==> config.mk <==
export PLATFORM = sky130hd
export DESIGN_NAME = azimuth_track_motor_step
export DESIGN_NICKNAME = d
export VERILOG_FILES = /design/src/rtl/azm_pkg.sv /design/src/rtl/azm_sub_unit.sv /design/src/rtl/azm_cfg_regs.sv /design/src/rtl/azimuth_track_motor_step.sv
export SDC_FILE = /design/constraint.sdc
export NUM_CORES = 1
export LEC_CHECK = 0
export BUFFER_PORTS_ARGS = -buffer_cell sky130_fd_sc_hd__buf_2
export CAP_MARGIN = 20
export CORE_MARGIN = 5
export CORE_UTILIZATION = 45
export DETAILED_ROUTE_END_ITERATION = 8
export SLEW_MARGIN = 10
export SYNTH_ARGS = -nofsm -noshare
export SYNTH_HDL_FRONTEND = slang
export SYNTH_SLANG_ARGS = --single-unit
export TNS_END_PERCENT = 20
==> constraint.sdc <==
create_clock -name aclk -period 12.5 [get_ports aclk]
set_input_delay 0.625 -clock aclk [delete_from_list [all_inputs] [get_ports aclk]]
set_output_delay 0.625 -clock aclk [all_outputs]
set_load 0.05 [all_outputs]
==> src/rtl/azm_pkg.sv <==
package azm_pkg;

    localparam int ANGLE_W        = 13;
    localparam int FREQ_W         = 16;
    localparam int SPEED_W        = 8;
    localparam int BAND_W         = 13;
    localparam int CFG_DATA_W     = 16;
    localparam int REG_IDX_W      = 3;
    localparam int IN_DATA_W      = 32;
    localparam int OUT_DATA_W     = 40;

    localparam int CIRCLE_DEFAULT = 6000;
    localparam int DIFF_MAX       = 8191;

    localparam int NUM_W          = 15;
    localparam int DIV_STEPS      = NUM_W;
    localparam int NUM_SLEW       = 11444;
    localparam int NUM_SCAN       = 17166;
    localparam int NUM_FINE       = 20000;
    localparam int TIER_SLEW      = 100;
    localparam int TIER_SCAN      = 66;
    localparam int TIER_TRACK     = 33;

    typedef enum logic [REG_IDX_W-1:0] {
        REG_SLEW_SPEED  = 3'd0,
        REG_MID_SPEED   = 3'd1,
        REG_TRACK_SPEED = 3'd2,
        REG_BAND_UPPER  = 3'd3,
        REG_BAND_LOWER  = 3'd4,
        REG_IDLE_FREQ   = 3'd5,
        REG_IDLE_DIR    = 3'd6
    } reg_idx_t;

    typedef struct packed {
        logic [SPEED_W-1:0]       slew_speed;
        logic [SPEED_W-1:0]       mid_speed;
        logic [SPEED_W-1:0]       track_speed;
        logic signed [BAND_W-1:0] band_upper;
        logic signed [BAND_W-1:0] band_lower;
        logic [FREQ_W-1:0]        idle_freq;
        logic                     idle_dir;
    } cfg_t;

    // highest shift of the circle that still fits under the largest difference
    function automatic int mod_steps(input int circle);
        int k;
        k = 0;
        for (int i = 0; i < ANGLE_W; i++) begin
            if ((circle << (i + 1)) <= DIFF_MAX) begin
                k = i + 1;
            end
        end
        return k;
    endfunction

endpackage

==> src/rtl/azm_sub_unit.sv <==
module azm_sub_unit
    import azm_pkg::*;
#(
    parameter int WIDTH = ANGLE_W
) (
    input  logic [WIDTH-1:0] op_a,
    input  logic [WIDTH-1:0] op_b,
    output logic [WIDTH-1:0] diff,
    output logic             ge
);

    logic [WIDTH:0] full;

    assign full = {1'b0, op_a} - {1'b0, op_b};
    assign diff = full[WIDTH-1:0];
    assign ge   = ~full[WIDTH];

endmodule

==> src/rtl/azm_cfg_regs.sv <==
module azm_cfg_regs
    import azm_pkg::*;
(
    input  logic                  aclk,
    input  logic                  aresetn,
    input  logic                  cfg_wr_en,
    input  logic [REG_IDX_W-1:0]  cfg_index,
    input  logic [CFG_DATA_W-1:0] cfg_data,
    output cfg_t                  cfg
);

    cfg_t cfg_reg;
    cfg_t cfg_next;

    always_comb begin
        cfg_next = cfg_reg;
        if (cfg_wr_en) begin
            unique case (cfg_index)
                REG_SLEW_SPEED:  cfg_next.slew_speed  = cfg_data[SPEED_W-1:0];
                REG_MID_SPEED:   cfg_next.mid_speed   = cfg_data[SPEED_W-1:0];
                REG_TRACK_SPEED: cfg_next.track_speed = cfg_data[SPEED_W-1:0];
                REG_BAND_UPPER:  cfg_next.band_upper  = cfg_data[BAND_W-1:0];
                REG_BAND_LOWER:  cfg_next.band_lower  = cfg_data[BAND_W-1:0];
                REG_IDLE_FREQ:   cfg_next.idle_freq   = cfg_data[FREQ_W-1:0];
                REG_IDLE_DIR:    cfg_next.idle_dir    = cfg_data[0];
                default: ;
            endcase
        end
    end

    always_ff @(posedge aclk) begin
        if (!aresetn) begin
            cfg_reg.slew_speed  <= SPEED_W'(1);
            cfg_reg.mid_speed   <= SPEED_W'(1);
            cfg_reg.track_speed <= SPEED_W'(1);
            cfg_reg.band_upper  <= BAND_W'(2);
            cfg_reg.band_lower  <= -BAND_W'(2);
            cfg_reg.idle_freq   <= '0;
            cfg_reg.idle_dir    <= 1'b0;
        end else begin
            cfg_reg <= cfg_next;
        end
    end

    assign cfg = cfg_reg;

endmodule

==> src/rtl/azimuth_track_motor_step.sv <==
// azimuth tracking motor step, one word in and one word out per control tick
// s_ channel: tick word with enable, measured and target angle, elevation
//   ready and the scan / azimuth start requests
// m_ channel: step frequency, direction, motor enable, wrapped error and the
//   tracking flags after the tick
// cfg_ port: register writes, taken at any edge with cfg_wr_en high
// an enabled word reduces the angle difference on the shared subtractor
//   (one step per power-of-two multiple of the circle, one step for 6000
//   counts), then runs a 15-step restoring division of the tier constant by
//   the configured speed on the same subtractor
// a disabled word skips the reduction and the division and goes straight to
//   the output state with the idle frequency and direction and the motor off
// s_tready is high only while no word is in work, so a new word is accepted
//   only after the previous one has been loaded into the result register
// the result register lets the next word in while a result waits; a word
//   that finishes before its predecessor is taken waits in place
// reset clears the flags and m_tvalid and puts the config registers to their defaults
module azimuth_track_motor_step
    import azm_pkg::*;
#(
    parameter int CIRCLE_COUNTS = CIRCLE_DEFAULT
) (
    input  logic                  aclk,
    input  logic                  aresetn,
    input  logic                  s_tvalid,
    output logic                  s_tready,
    // track_enable, measured_angle, target_angle, elev_ready,
    // scan_start_set, phi_start_set, zero pad
    input  logic [IN_DATA_W-1:0]  s_tdata,
    output logic                  m_tvalid,
    input  logic                  m_tready,
    // step_freq, motor_dir, motor_on, wrapped_error, error_moving,
    // phi_active, elev_start, track_done, scan_pending, zero pad
    output logic [OUT_DATA_W-1:0] m_tdata,
    input  logic                  cfg_wr_en,
    input  logic [REG_IDX_W-1:0]  cfg_index,
    input  logic [CFG_DATA_W-1:0] cfg_data
);

    localparam int CIRC_W   = $clog2(CIRCLE_COUNTS + 1);
    localparam int SUB_W    = (CIRC_W > ANGLE_W) ? CIRC_W : ANGLE_W;
    localparam int ERR_W    = SUB_W + 1;
    localparam int HALF     = CIRCLE_COUNTS / 2;
    localparam int MOD_HI   = mod_steps(CIRCLE_COUNTS);
    localparam int STEP_MAX = (MOD_HI > DIV_STEPS - 1) ? MOD_HI : DIV_STEPS - 1;
    localparam int STEP_W   = $clog2(STEP_MAX + 1);

    typedef enum logic [5:0] {
        ST_IDLE   = 6'b000001,
        ST_MOD    = 6'b000010,
        ST_WRAP   = 6'b000100,
        ST_SELECT = 6'b001000,
        ST_DIV    = 6'b010000,
        ST_OUT    = 6'b100000
    } state_t;

    cfg_t cfg;

    azm_cfg_regs u_cfg (
        .aclk      (aclk),
        .aresetn   (aresetn),
        .cfg_wr_en (cfg_wr_en),
        .cfg_index (cfg_index),
        .cfg_data  (cfg_data),
        .cfg       (cfg)
    );

    state_t                    state_reg, state_next;
    logic [STEP_W-1:0]         step_reg;
    logic [SUB_W-1:0]          rem_reg;
    logic                      neg_reg;
    logic signed [ERR_W-1:0]   err_reg;
    logic [NUM_W-1:0]          num_reg;
    logic [NUM_W-1:0]          quot_reg;
    logic [SPEED_W-1:0]        den_reg;
    logic [FREQ_W-1:0]         freq_reg;
    logic                      dir_reg;
    logic                      on_reg;
    logic                      elev_ready_reg;
    logic                      scan_flag_reg;
    logic                      phi_flag_reg;
    logic                      elev_flag_reg;
    logic                      done_flag_reg;
    logic                      moving_flag_reg;
    logic                      m_tvalid_reg;
    logic [OUT_DATA_W-1:0]     m_tdata_reg;

    logic                      in_en;
    logic [ANGLE_W-1:0]        in_measured;
    logic [ANGLE_W-1:0]        in_target;
    logic                      accept;
    logic                      out_load;
    logic signed [ANGLE_W:0]   diff_in;
    logic [ANGLE_W-1:0]        diff_abs;

    logic [SUB_W-1:0]          sub_a, sub_b, sub_diff;
    logic                      sub_ge;
    logic [SUB_W-1:0]          circle_shift;
    logic [SUB_W-1:0]          div_trial;

    logic [SUB_W-1:0]          wrap_r;
    logic signed [ERR_W-1:0]   wrap_err;
    logic [ERR_W-1:0]          err_mag;
    logic signed [ERR_W-1:0]   band_hi, band_lo;
    logic [NUM_W-1:0]          num_sel;
    logic [SPEED_W-1:0]        den_sel;
    logic [NUM_W-1:0]          quot_next;

    assign in_en       = s_tdata[0];
    assign in_measured = s_tdata[ANGLE_W:1];
    assign in_target   = s_tdata[2*ANGLE_W:ANGLE_W+1];

    assign s_tready = (state_reg == ST_IDLE);
    assign accept   = s_tvalid && s_tready;
    assign out_load = (state_reg == ST_OUT) && (!m_tvalid_reg || m_tready);

    assign diff_in  = $signed({1'b0, in_measured}) - $signed({1'b0, in_target});
    assign diff_abs = diff_in[ANGLE_W] ? ANGLE_W'(-diff_in) : diff_in[ANGLE_W-1:0];

    // shared subtractor: circle reduction, then quotient bits
    assign circle_shift = SUB_W'(CIRCLE_COUNTS) << step_reg;
    assign div_trial    = {(SUB_W-SPEED_W-1)'(0), rem_reg[SPEED_W-1:0], num_reg[NUM_W-1]};

    always_comb begin
        sub_a = rem_reg;
        sub_b = circle_shift;
        if (state_reg == ST_DIV) begin
            sub_a = div_trial;
            sub_b = SUB_W'(den_reg);
        end
    end

    azm_sub_unit #(
        .WIDTH (SUB_W)
    ) u_sub (
        .op_a (sub_a),
        .op_b (sub_b),
        .diff (sub_diff),
        .ge   (sub_ge)
    );

    assign wrap_r = (neg_reg && (rem_reg != '0)) ? SUB_W'(CIRCLE_COUNTS) - rem_reg : rem_reg;

    always_comb begin
        if (wrap_r >= SUB_W'(HALF)) begin
            wrap_err = $signed({1'b0, wrap_r}) - $signed(ERR_W'(CIRCLE_COUNTS));
        end else begin
            wrap_err = $signed({1'b0, wrap_r});
        end
    end

    assign err_mag = err_reg[ERR_W-1] ? ERR_W'(-err_reg) : ERR_W'(err_reg);
    assign band_hi = ERR_W'(cfg.band_upper);
    assign band_lo = ERR_W'(cfg.band_lower);

    always_comb begin
        if (err_mag >= ERR_W'(TIER_SLEW)) begin
            num_sel = NUM_W'(NUM_SLEW);
            den_sel = cfg.slew_speed;
        end else if (err_mag >= ERR_W'(TIER_SCAN)) begin
            num_sel = NUM_W'(NUM_SCAN);
            den_sel = cfg.mid_speed;
        end else if (err_mag >= ERR_W'(TIER_TRACK)) begin
            num_sel = NUM_W'(NUM_SCAN);
            den_sel = cfg.track_speed;
        end else begin
            num_sel = NUM_W'(NUM_FINE);
            den_sel = cfg.track_speed;
        end
    end

    assign quot_next = {quot_reg[NUM_W-2:0], sub_ge};

    always_comb begin
        state_next = state_reg;
        unique case (state_reg)
            ST_IDLE:   if (accept) state_next = in_en ? ST_MOD : ST_OUT;
            ST_MOD:    if (step_reg == '0) state_next = ST_WRAP;
            ST_WRAP:   state_next = ST_SELECT;
            ST_SELECT: state_next = ST_DIV;
            ST_DIV:    if (step_reg == '0) state_next = ST_OUT;
            ST_OUT:    if (out_load) state_next = ST_IDLE;
            default:   state_next = ST_IDLE;
        endcase
    end

    // control state
    always_ff @(posedge aclk) begin
        if (!aresetn) begin
            state_reg       <= ST_IDLE;
            scan_flag_reg   <= 1'b0;
            phi_flag_reg    <= 1'b0;
            elev_flag_reg   <= 1'b0;
            done_flag_reg   <= 1'b0;
            moving_flag_reg <= 1'b0;
            m_tvalid_reg    <= 1'b0;
        end else begin
            state_reg <= state_next;
            if (accept) begin
                if (s_tdata[2*ANGLE_W+2]) scan_flag_reg <= 1'b1;
                if (s_tdata[2*ANGLE_W+3]) phi_flag_reg  <= 1'b1;
            end
            if (state_reg == ST_SELECT) begin
                if (err_reg >= band_hi || err_reg <= band_lo) begin
                    moving_flag_reg <= 1'b1;
                end else begin
                    moving_flag_reg <= 1'b0;
                    phi_flag_reg    <= 1'b0;
                    if (scan_flag_reg) begin
                        elev_flag_reg <= 1'b0;
                        done_flag_reg <= 1'b1;
                        scan_flag_reg <= 1'b0;
                    end else if (elev_ready_reg) begin
                        elev_flag_reg <= 1'b1;
                        done_flag_reg <= 1'b0;
                    end else begin
                        elev_flag_reg <= 1'b0;
                        done_flag_reg <= 1'b1;
                    end
                end
            end
            if (out_load) begin
                m_tvalid_reg <= 1'b1;
            end else if (m_tready) begin
                m_tvalid_reg <= 1'b0;
            end
        end
    end

    // datapath
    always_ff @(posedge aclk) begin
        unique case (state_reg)
            ST_IDLE: begin
                if (accept) begin
                    elev_ready_reg <= s_tdata[2*ANGLE_W+1];
                    rem_reg        <= SUB_W'(diff_abs);
                    neg_reg        <= diff_in[ANGLE_W];
                    step_reg       <= STEP_W'(MOD_HI);
                    freq_reg       <= cfg.idle_freq;
                    dir_reg        <= cfg.idle_dir;
                    on_reg         <= 1'b0;
                    err_reg        <= '0;
                end
            end
            ST_MOD: begin
                if (sub_ge) rem_reg <= sub_diff;
                if (step_reg != '0) step_reg <= step_reg - STEP_W'(1);
            end
            ST_WRAP: begin
                err_reg <= wrap_err;
            end
            ST_SELECT: begin
                num_reg  <= num_sel;
                den_reg  <= den_sel;
                quot_reg <= '0;
                rem_reg  <= '0;
                step_reg <= STEP_W'(DIV_STEPS - 1);
                if (err_reg >= band_hi) begin
                    dir_reg <= 1'b0;
                    on_reg  <= 1'b1;
                end else if (err_reg <= band_lo) begin
                    dir_reg <= 1'b1;
                    on_reg  <= 1'b1;
                end else begin
                    dir_reg <= 1'b1;
                    on_reg  <= 1'b0;
                end
            end
            ST_DIV: begin
                rem_reg  <= sub_ge ? sub_diff : div_trial;
                num_reg  <= {num_reg[NUM_W-2:0], 1'b0};
                quot_reg <= quot_next;
                if (step_reg != '0) begin
                    step_reg <= step_reg - STEP_W'(1);
                end else begin
                    freq_reg <= (den_reg == '0) ? '1 : FREQ_W'(quot_next);
                end
            end
            ST_OUT: begin
                if (out_load) begin
                    m_tdata_reg <= {
                        (OUT_DATA_W-FREQ_W-ANGLE_W-7)'(0),
                        scan_flag_reg, done_flag_reg, elev_flag_reg, phi_flag_reg,
                        moving_flag_reg, err_reg[ANGLE_W-1:0], on_reg, dir_reg, freq_reg
                    };
                end
            end
            default: ;
        endcase
    end

    assign m_tvalid = m_tvalid_reg;
    assign m_tdata  = m_tdata_reg;

`ifndef SYNTHESIS
    a_no_accept_in_work: assert property (@(posedge aclk) disable iff (!aresetn)
        accept |=> !s_tready)
        else $error("word accepted while previous word still in work");

    a_elev_done_exclusive: assert property (@(posedge aclk) disable iff (!aresetn)
        !(elev_flag_reg && done_flag_reg))
        else $error("elevation start and done flags both set");

    a_on_implies_moving: assert property (@(posedge aclk) disable iff (!aresetn)
        (m_tvalid_reg && m_tdata_reg[FREQ_W+1]) |-> m_tdata_reg[FREQ_W+ANGLE_W+2])
        else $error("motor enabled without moving flag");
`endif

endmodule
==> results.py, run 1 <==
metrics = {
    "synth": {
        "avgSynthCellArea_sq_um": 9.61,
        "yosys.area_share.xor_xnor_pct": 3.66,
        "netlist_area_sq_um": 11200,
        "yosysUniqueCellTypes": 77,
        "ys_warn_count": 0,
        "synthAdderAreaFrac_pct": 7.61,
        "synthArstFlopShare_pct": 0,
        "syn_inst": 1166,
        "ys_ff_latch": 202,
        "synthSimpleGateAreaFrac_pct": 18.8,
        "synth_top_family_by_area": "simple AND/OR/NAND/NOR gates",
        "seq_area_frac_synth_pct": 47.1,
        "synth-compound-area-share_pct": 17.0,
        "synth_edf_count": 123,
        "muxShareOfSynthArea_pct": 1.83,
        "ys.flop_type": "edfxtp_1",
    },
    "sta": {
        "tightest_slew_ns": 0.814,
        "rsz0062_at_grt": "no",
        "slew_viol_final": 0,
        "setup_viol": 0,
        "period_share_pct": 34.8,
        "period_minus_slack_ns": 4.35,
        "fin_tns_setup_ns": 0,
        "slew_headroom_pct": 45.4,
        "skew_ns": 0.0179,
        "fmax_mhz": 230,
        "hold_violations": 0,
    },
    "layout": {
        "finalNetCount": 1368,
        "layout.cells.non_filler": 1586,
        "nFillCells": 2310,
        "largest_reg_flops": 67,
        "finish.utilization_pct": 52.3,
        "antenna-diode-count": 0,
        "syn_to_final_growth_pct": 13.8,
        "drive_gt1_share_pct": 12.8,
    },
    "floorplanning": {
        "rows": 57,
        "die_x_microns": 168,
        "die_h_microns": 168,
        "dieArea_sq_um": 28200,
        "coreArea_sq_um": 24400,
        "pin_count": 98,
        "initial_core_util_pct": 46.0,
    },
    "cts": {
        "cts_sinks": 202,
        "cts_made_buffers": 23,
        "htree_levels": 1,
        "clk_path_buf_depth": 3,
        "holdBufCountCts": 0,
        "root_buffer": "clkbuf_16",
        "insertion_delay_ns": 0.51,
        "cts_tree": "yes",
        "cts-resized-gates": 0,
        "post_cts_buffers": 0,
        "clkTransAtPathRegs_ns": 0.06,
    },
    "global_route": {
        "grt_pass1_wl_mm": 42.5,
        "grt_pass1_vias": 8192,
        "grt.total_usage_pct": 18.4,
        "grt_antenna_before_repair": 0,
        "grt_max_degree": 81,
        "overflow": 0,
    },
    "min_path": {
        "min_path_type": "in -> reg",
        "whs_path_depth": 1,
    },
    "detailed_routing": {
        "dr.pass1.iters": 5,
        "via_per_inst": 5.42,
        "wl_per_cell_microns": 16.6,
        "drt_iter0_markers": 465,
        "routed_wl_mm": 26.4,
        "routed-via-count": 8602,
        "drc": 0,
        "ant_nets": 0,
    },
    "pwr": {
        "comb_power_share_pct": 38.0,
        "p_switching_w": 0.00102,
        "p_clk_share_pct": 25.7,
        "swShare_pct": 38.3,
        "p_seq_share_pct": 36.3,
        "p_leak_nw": 5.03,
        "ir_drop_mv": 0.144,
        "powerDensity_nw_per_um2": 210,
        "p_int_w": 0.00165,
        "power_w": 0.00268,
    },
    "critical_path": {
        "startpoint_type": "register",
        "path_class": "reg -> reg",
        "r2r_cells": 13,
        "endpoint_kind": "register",
        "crit_required_ns": 12.84,
        "cp_max_fo": 52,
        "arrival_ns": 4.69,
    },
    "place": {
        "hpwl_mm": 19.0,
        "place_inst": 1542,
        "globalplace.congestion": 0.835,
        "io_buffer_count": 91,
    },
    "flow_run": {
        "max_cap_viol_count": 0,
    },
    "run_status": {
        "status": "complete, no violations",
    },
}
## worst max-delay path, stage by stage (launching register included)
cell and delay (ns):
dfxtp_1 0.36, or4_1 0.55, nor3b_2 0.24, buf_4 0.46
or3_1 0.22, a2bb2oi_1 0.17, ha_1 0.31, a21o_1 0.20
o32ai_1 0.24, a21oi_1 0.15, a21o_1 0.25, a211oi_1 0.71
a22oi_1 0.19, o21ai_0 0.12
## path summary, 6_finish.rpt
kind	startpoint	end	slack [ns]
worst max-delay path	state_reg[5]$_SDFFE_PN0P_	rem_reg[8]$_DFFE_PP_	8.15
worst min-delay path	s_tdata[27]	elev_ready_reg$_DFFE_PP_	0.30
worst max register to register	state_reg[5]$_SDFFE_PN0P_	rem_reg[8]$_DFFE_PP_	8.15
worst min register to register	freq_reg[1]$_DFFE_PP_	m_tdata[1]$_DFFE_PP_	0.41
## routing by layer
metal | up-vias | track usage (%) | part of all wire, % | wire length (microns)
met2 | 191 | 30.2 | 46 | 12100
met1 | 4010 | 24.9 | 46 | 12100
met3 | 57 | 2.58 | 4.7 | 1240
met4 | 0 | 6.56 | 3.6 | 957
met5 | - | 0 | 0 | 0
li1 | 4344 | - | - | -
## cell usage in the layout, fill, tap and decap left out, types with 8 or more instances in the layout
cell,instances
nand2_1,217
edfxtp_1,123
buf_2,91
dfxtp_1,79
nor2_1,65
ha_1,65
inv_1,61
a21boi_0,52
a21oi_1,49
o21ai_0,47
and2_1,26
clkbuf_16,24
nand3_1,23
xnor2_1,23
xor2_1,22
nand3b_1,19
o211ai_1,18
nor3_1,17
a21o_1,17
mux2i_1,16
nor2b_1,12
o21a_1,11
nor4_1,9
nand2b_1,8
and3_1,8
buf_4,8
## cell type report
class / instances / area (sq um) / share of cell area, %
inverters: 61 / 229 / 1.80
multi-input cells: 856 / 5520 / 43.3
clock buffers: 27 / 622 / 4.88
repair buffers: 101 / 543 / 4.26
flip-flops and latches: 202 / 5280 / 41.4
clock inverters: 15 / 163 / 1.28
well taps: 324 / 405 / 3.18
## power groups by stage
stage | sequential [W] | combinational (W) | clock (W)
finish | 0.000972 | 0.00102 | 0.000688
floorplan | 0.000948 | 0.000792 | 0
detailed placement | 0.000982 | 0.00101 | 0
CTS | 0.000970 | 0.00102 | 0.000707
global placement | 0.000981 | 0.000996 | 0
global route | 0.000985 | 0.00114 | 0.000735
## cell usage after synthesis, types with 16 or more instances
master	instances	area [sq um]
o211ai_1	18	135
and2_1	26	163
nor2_1	65	244
edfxtp_1	123	3690
nand3b_1	19	143
clkbuf_1	42	158
xnor2_1	23	201
nand2_1	217	815
nand3_1	23	115
a21oi_1	49	245
a21boi_0	52	390
o21ai_0	48	240
mux2i_1	16	160
nor3_1	18	90.1
dfxtp_1	79	1580
ha_1	65	813
xor2_1	22	193
inv_1	61	229
a21o_1	17	128
## cells by family after synthesis
logic type / Yosys count
muxes: 20
and+or+nand+nor: 445
buffers and inverters: 111
AOI/OAI and AO/OA: 274
DFF: 202
other: 1
adders and majority gates: 67
xor gates and xnor gates: 46
## through the flow
stage          hold slack, ns  setup slack [ns]  instance area [sq um]
6_report                0.297              8.15                  12800
3_3_place_gp            0.402              8.21                  11900
2_1_floorplan           0.400              8.04                  11200
3_5_place_dp            0.405              8.20                  11900
5_1_grt                 0.286              7.85                  12800
4_1_cts                 0.276              8.18                  12700
(Power assumes the default switching activity.)
==> run 2: changes to the inputs <==
ABC_AREA = 1   (was not set)
PLACE_DENSITY = 0.65   (was not set)
clock period = 3.5 ns   (was 12.5 ns; I/O delays follow)
==> run 2 against run 1 <==
Effect of this change:
- register-to-register slack lost 7.9 ns
- sequential power grew to 3.4 times the previous value
- first-iteration DRC count grew 82%
- flip-flop and latch count is the same
- combinational power grew to 4.1 times the previous value
- cell area grew 3.5%
- wire length grew 5.0%
- highest routed layer unchanged
- hold slack lost 0.28 ns
- global-route usage grew 0.55 points
- final cell count grew 19%
- largest power group unchanged
- synthesized cell count grew 22%
- core utilization grew 0.30 points
==> results.py, run 2 <==
metrics = {
    "floorplanning": {
        "coreArea_sq_um": 25100,
        "pin_count": 98,
        "dieArea_sq_um": 28700,
        "die_h_microns": 169,
        "initial_core_util_pct": 45.5,
        "die_x_microns": 169,
        "rows": 58,
    },
    "cts": {
        "cts_tree": "yes",
        "root_buffer": "clkbuf_16",
        "insertion_delay_ns": 0.51,
        "cts_sinks": 202,
        "clkTransAtPathRegs_ns": 0.06,
        "clk_path_buf_depth": 3,
        "htree_levels": 1,
        "cts_made_buffers": 22,
    },
    "pwr": {
        "p_switching_w": 0.00408,
        "p_leak_nw": 6.15,
        "ir_drop_mv": 0.394,
        "p_int_w": 0.00581,
        "swShare_pct": 41.2,
        "p_seq_share_pct": 33.5,
        "p_clk_share_pct": 23.8,
        "powerDensity_nw_per_um2": 749,
        "comb_power_share_pct": 42.7,
    },
    "sta": {
        "rsz0062_at_grt": "yes",
        "slew_headroom_pct": 45.9,
        "worst_slack_ns": 0.288,
        "skew_ns": 0.0188,
        "whs_ns": 0.0147,
        "fmax_mhz": 311,
        "tightest_slew_ns": 0.810,
        "hold_violations": 0,
        "period_share_pct": 91.8,
        "slew_viol_final": 0,
        "setup_viol": 0,
        "period_minus_slack_ns": 3.21,
    },
    "detailed_routing": {
        "routed-via-count": 9566,
        "drt_iter0_markers": 848,
        "routed_wl_mm": 27.7,
        "via_per_inst": 5.09,
        "ant_nets": 0,
        "dr.pass1.iters": 6,
        "drc": 0,
        "wl_per_cell_microns": 14.7,
    },
    "synth": {
        "synthArstFlopShare_pct": 0,
        "synth_area_leaders": "edfxtp_1, dfxtp_1, nand2_1",
        "ys_ff_latch": 202,
        "yosys-top-cells-count": "nand2_1, nor2_1, inv_1",
        "yosysUniqueCellTypes": 49,
        "seq_area_frac_synth_pct": 46.1,
        "avgSynthCellArea_sq_um": 8.04,
        "synth_largest_area_cell": "edfxtp_1",
        "yosysTopAreaCellShare_pct": 32.3,
        "synth_edf_count": 123,
        "yosys.cell_count.top_type": "nand2_1",
        "ys.flop_type": "edfxtp_1",
        "syn_inst": 1422,
        "ys_warn_count": 0,
        "netlist_area_sq_um": 11400,
    },
    "critical_path": {
        "arrival_ns": 3.44,
        "cp_max_fo": 31,
        "crit_required_ns": 3.73,
        "endpoint_kind": "register",
        "startpoint_type": "register",
        "path_class": "reg -> reg",
        "r2r_cells": 17,
    },
    "place": {
        "dp_slack_ns": 0.177,
        "place_inst": 1829,
        "io_buffer_count": 91,
        "globalplace.congestion": 0.902,
        "hpwl_mm": 20.8,
    },
    "layout": {
        "seq_area_sq_um": 5280,
        "mostFrequentLayoutCells": "nand2_1, nor2_1, inv_1",
        "multiInputGateArea_sq_um": 5330,
        "nFillCells": 2420,
        "finalNetCount": 1657,
        "layout.cells.most_common": "nand2_1",
        "largest_reg_flops": 67,
        "finish.utilization_pct": 52.6,
        "layout.cells.non_filler": 1881,
        "drive_gt1_share_pct": 12.3,
        "syn_to_final_growth_pct": 15.5,
    },
    "global_route": {
        "grt.total_usage_pct": 18.9,
        "grt_max_degree": 37,
        "overflow": 0,
        "grt_pass1_vias": 8968,
        "grt_pass1_wl_mm": 44.9,
        "grt_antenna_before_repair": 0,
    },
    "run_status": {
        "status": "complete, no violations",
    },
    "min_path": {
        "min_path_type": "in -> reg",
        "whs_path_depth": 3,
    },
    "flow_run": {
        "max_cap_viol_count": 0,
    },
}
-- run 2: metal layers --
layer  GRT usage (%)  vias up  routed length, microns
li1                -     4921                       -
met1            25.6     4371                   12500
met2            32.2      241                   13100
met3            2.98       33                    1720
met4            4.10        0                     452
met5               0        -                       0
-- run 2: worst paths after layout --
kind,startpoint,to,slack (ns)
setup / recovery,state_reg[0]$_SDFFE_PN1P_,rem_reg[5]$_DFFE_PP_,0.29
hold / removal,cfg_data[5],u_cfg.cfg[22]$_SDFFE_PN1P_,0.01
hold reg to reg,freq_reg[8]$_DFFE_PP_,m_tdata[8]$_DFFE_PP_,0.42
setup reg to reg,state_reg[0]$_SDFFE_PN1P_,rem_reg[5]$_DFFE_PP_,0.29
-- run 2: logic make-up after synthesis --
family	synth area share, %
simple gates	24.6
buf+inv	7.63
other cells	0.0328
flops	46.1
xor+xnor	2.67
compound gates	11.5
fa+ha+maj	7.46
-- run 2: what timing repair did --
action	4_1_cts	5_1_grt
hold endpoints to repair	15	0
resized for setup	0	6
setup endpoints to repair	0	25
buffers inserted	0	0
hold buffers	11	0
-- run 2: worst max-delay path, stage by stage, from the launching register on --
cell and delay (ns):
dfxtp_1 0.32, nor2_1 0.14, inv_1 0.08, nor2_1 0.10
inv_1 0.08, nor3_4 0.20, buf_12 0.21, nor2_2 0.07
o21a_1 0.12, o21ai_0 0.10, ha_1 0.33, a21oi_1 0.16
o21ai_0 0.14, a21oi_2 0.19, nand2_2 0.14, buf_4 0.19
o21ai_0 0.18, inv_2 0.17
-- run 2: power groups by stage --
stage / sequential [W] / combinational [W] / clock [W]
CTS: 0.00331 / 0.00417 / 0.00239
floorplan: 0.00334 / 0.00311 / 0
detailed placement: 0.00336 / 0.00414 / 0
finish: 0.00331 / 0.00422 / 0.00235
global placement: 0.00334 / 0.00409 / 0
global route: 0.00335 / 0.00479 / 0.00249
-- run 2: layout make-up --
| cell class | count | share of cell area [%] |
|---|---|---|
| antenna | 1 | 0.0190 |
| clock buffer | 29 | 5.00 |
| clock inverter | 11 | 0.682 |
| inverter | 185 | 5.26 |
| multi-input combinational | 1000 | 40.4 |
| sequential | 202 | 40.0 |
| tap | 330 | 3.13 |
| timing repair buffer | 123 | 5.57 |
-- run 2: metrics by stage --
step,setup TNS (ns),area (sq um),total power [W]
after floorplan,0,11400,0.00645
after global placement,0,12300,0.00744
after detailed placement,0,12300,0.00750
after CTS,0,13200,0.00987
after global routing,-0.00341,13200,0.0106
final,0,13200,0.00988
==> run 3: changes to the inputs <==
CORE_MARGIN = not set   (was 5)
==> run 3 against run 2 <==
Effect of this change:
- clock skew decreased by 0.0083 ns
- via count is 0.56% higher
- flip-flop and latch count unchanged
- core utilization increased by 0.99 points
- sequential share of layout area rose by 0.065 points
- final cell count decreased by 0.16%
- combinational power is 0.9% higher
- critical path type unchanged
- cell area decreased by 0.16%
- highest routed layer unchanged
- largest power group unchanged
- clock power fell by 3%
- hold slack better by 0.0028 ns
- fmax shrank 0.68%
==> results.py, run 3 (same netlist as run 2, synthesis figures left out) <==
metrics = {
    "sta": {
        "slew_viol_final": 0,
        "period_share_pct": 92.4,
        "worst_slack_ns": 0.266,
        "setup_viol": 0,
        "skew_ns": 0.0105,
        "period_minus_slack_ns": 3.23,
        "hold_violations": 0,
        "fmax_mhz": 309,
        "whs_ns": 0.0176,
        "fin_tns_setup_ns": 0,
        "tightest_slew_ns": 0.836,
        "slew_headroom_pct": 44.1,
    },
    "detailed_routing": {
        "drt_iter0_markers": 648,
        "via_per_inst": 5.12,
        "ant_nets": 0,
        "wl_per_cell_microns": 14.7,
        "dr.pass1.iters": 5,
        "routed-via-count": 9620,
        "routed_wl_mm": 27.5,
        "drc": 0,
    },
    "critical_path": {
        "rrSetupSlack_ns": 0.27,
        "startpoint_type": "register",
        "path_class": "reg -> reg",
        "r2r_cells": 18,
        "timing.rr.end": "rem_reg[10]$_DFFE_PP_",
        "cp_max_fo": 14,
        "r2r-start": "state_reg[0]$_SDFFE_PN1P_",
        "crit_required_ns": 3.76,
        "endpoint_kind": "register",
        "arrival_ns": 3.49,
    },
    "cts": {
        "cts_sinks": 202,
        "htree_levels": 1,
        "clk_path_buf_depth": 3,
        "clkTransAtPathRegs_ns": 0.06,
        "root_buffer": "clkbuf_16",
        "cts_made_buffers": 23,
        "cts_tree": "yes",
        "insertion_delay_ns": 0.52,
    },
    "global_route": {
        "grt_pass1_vias": 8981,
        "grt.total_usage_pct": 21.5,
        "grt_pass1_wl_mm": 45.1,
        "grt_max_degree": 46,
        "overflow": 0,
        "grt_antenna_before_repair": 0,
    },
    "layout": {
        "antenna-diode-count": 0,
        "largest_reg_flops": 67,
        "drive_gt1_share_pct": 12.4,
        "finalNetCount": 1660,
        "mostFrequentLayoutCells": "nand2_1, nor2_1, inv_1",
        "finish.utilization_pct": 53.6,
        "syn_to_final_growth_pct": 15.3,
        "nFillCells": 2301,
        "layout.cells.most_common": "nand2_1",
    },
    "pwr": {
        "power_w": 0.00988,
        "p_int_w": 0.00578,
        "swShare_pct": 41.5,
        "ir_drop_mv": 0.449,
        "powerDensity_nw_per_um2": 749,
        "p_leak_nw": 6.14,
        "comb_power_share_pct": 43.1,
        "p_switching_w": 0.00410,
        "p_clk_share_pct": 23.2,
        "p_seq_share_pct": 33.8,
    },
    "min_path": {
        "holdPathEnd": "state_reg[1]$_SDFFE_PN0P_",
        "hold_path.startpoint": "s_tdata[0]",
        "min_path_type": "in -> reg",
        "whs_path_depth": 3,
    },
    "place": {
        "hpwl_mm": 20.2,
        "dp_slack_ns": 0.158,
        "globalplace.congestion": 0.888,
        "io_buffer_count": 91,
    },
    "floorplanning": {
        "dieArea_sq_um": 26100,
        "initial_core_util_pct": 46.5,
        "coreArea_sq_um": 24600,
        "die_h_microns": 161,
        "pin_count": 98,
        "die_x_microns": 161,
        "rows": 57,
    },
    "run_status": {
        "status": "complete, no violations",
    },
    "flow_run": {
        "max_cap_viol_count": 0,
    },
}
-- run 3: cell count changes in the layout (fill, tap and decap cells not counted), moves of 2 or more --
cell        change
clkbuf_1        +3
buf_6           +2
clkbuf_16       -2
clkinvlp_4      +2
-- run 3: timing repair --
action,4_1_cts,5_1_grt
gates resized for setup,0,10
hold buffers,10,0
endpoints found under the hold margin,15,0
endpoints found under the setup margin,0,13
setup buffers,0,7
-- run 3: how the worst max path moves through the flow --
stage / start / cells past startpoint / end / slack (ns)
3_3_place_gp: state_reg[0]$_SDFFE_PN1P_ / 17 / rem_reg[10]$_DFFE_PP_ / 0.29
5_1_grt: state_reg[2]$_SDFFE_PN0P_ / 19 / rem_reg[3]$_DFFE_PP_ / -0.03
3_5_place_dp: state_reg[2]$_SDFFE_PN0P_ / 17 / rem_reg[10]$_DFFE_PP_ / 0.16
6_report: state_reg[0]$_SDFFE_PN1P_ / 18 / rem_reg[10]$_DFFE_PP_ / 0.27
4_1_cts: state_reg[0]$_SDFFE_PN1P_ / 17 / rem_reg[10]$_DFFE_PP_ / 0.14
2_1_floorplan: state_reg[2]$_SDFFE_PN0P_ / 18 / rem_reg[0]$_DFFE_PP_ / 0.08
-- run 3: final cells by class --
class                      count  area [sq um]  share of cell area (%)
timing repair buffer         125           756                    5.73
clock buffer                  29           608                    4.61
tap                          324           405                    3.08
sequential                   202          5280                    40.0
multi-input combinational   1000          5330                    40.4
clock inverter                13           111                   0.845
inverter                     185           697                    5.29
-- run 3: power by group through the flow --
stage,Sequential (W),Clock (W),Combinational (W)
floorplan,0.00334,0,0.00311
global route,0.00337,0.00243,0.00484
finish,0.00333,0.00229,0.00426
CTS,0.00333,0.00233,0.00413
global placement,0.00337,0,0.00402
detailed placement,0.00338,0,0.00409
-- run 3: worst max-delay path: stages (launching register included) --
cell and delay, ns:
dfxtp_1 0.32, nor2_1 0.14, inv_1 0.08, nor2_1 0.11, inv_1 0.09, nor3_4 0.18
buf_4 0.16, inv_4 0.08, o21ai_0 0.16, ha_1 0.16, inv_1 0.06, fa_1 0.40
nand3_1 0.10, nand2_1 0.13, a31oi_2 0.21, o21ai_1 0.14, a31oi_1 0.18, xor2_1 0.18
o21ai_0 0.09
-- run 3: routing by layer --
| metal | vias up | GRT usage [%] | wire [microns] |
|---|---|---|---|
| met4 | 0 | 5.79 | 608 |
| met1 | 4452 | 28.7 | 12700 |
| met3 | 37 | 3.03 | 1290 |
| li1 | 4927 | - | - |
| met5 | - | 0 | 0 |
| met2 | 204 | 36.3 | 12900 |
-- run 3: through the flow --
stage | area, sq um | std cells
after floorplan | 11400 | 1425
after global placement | 12300 | 1819
after detailed placement | 12300 | 1819
after CTS | 13100 | 1871
after global routing | 13200 | 1878
final | 13200 | 1878
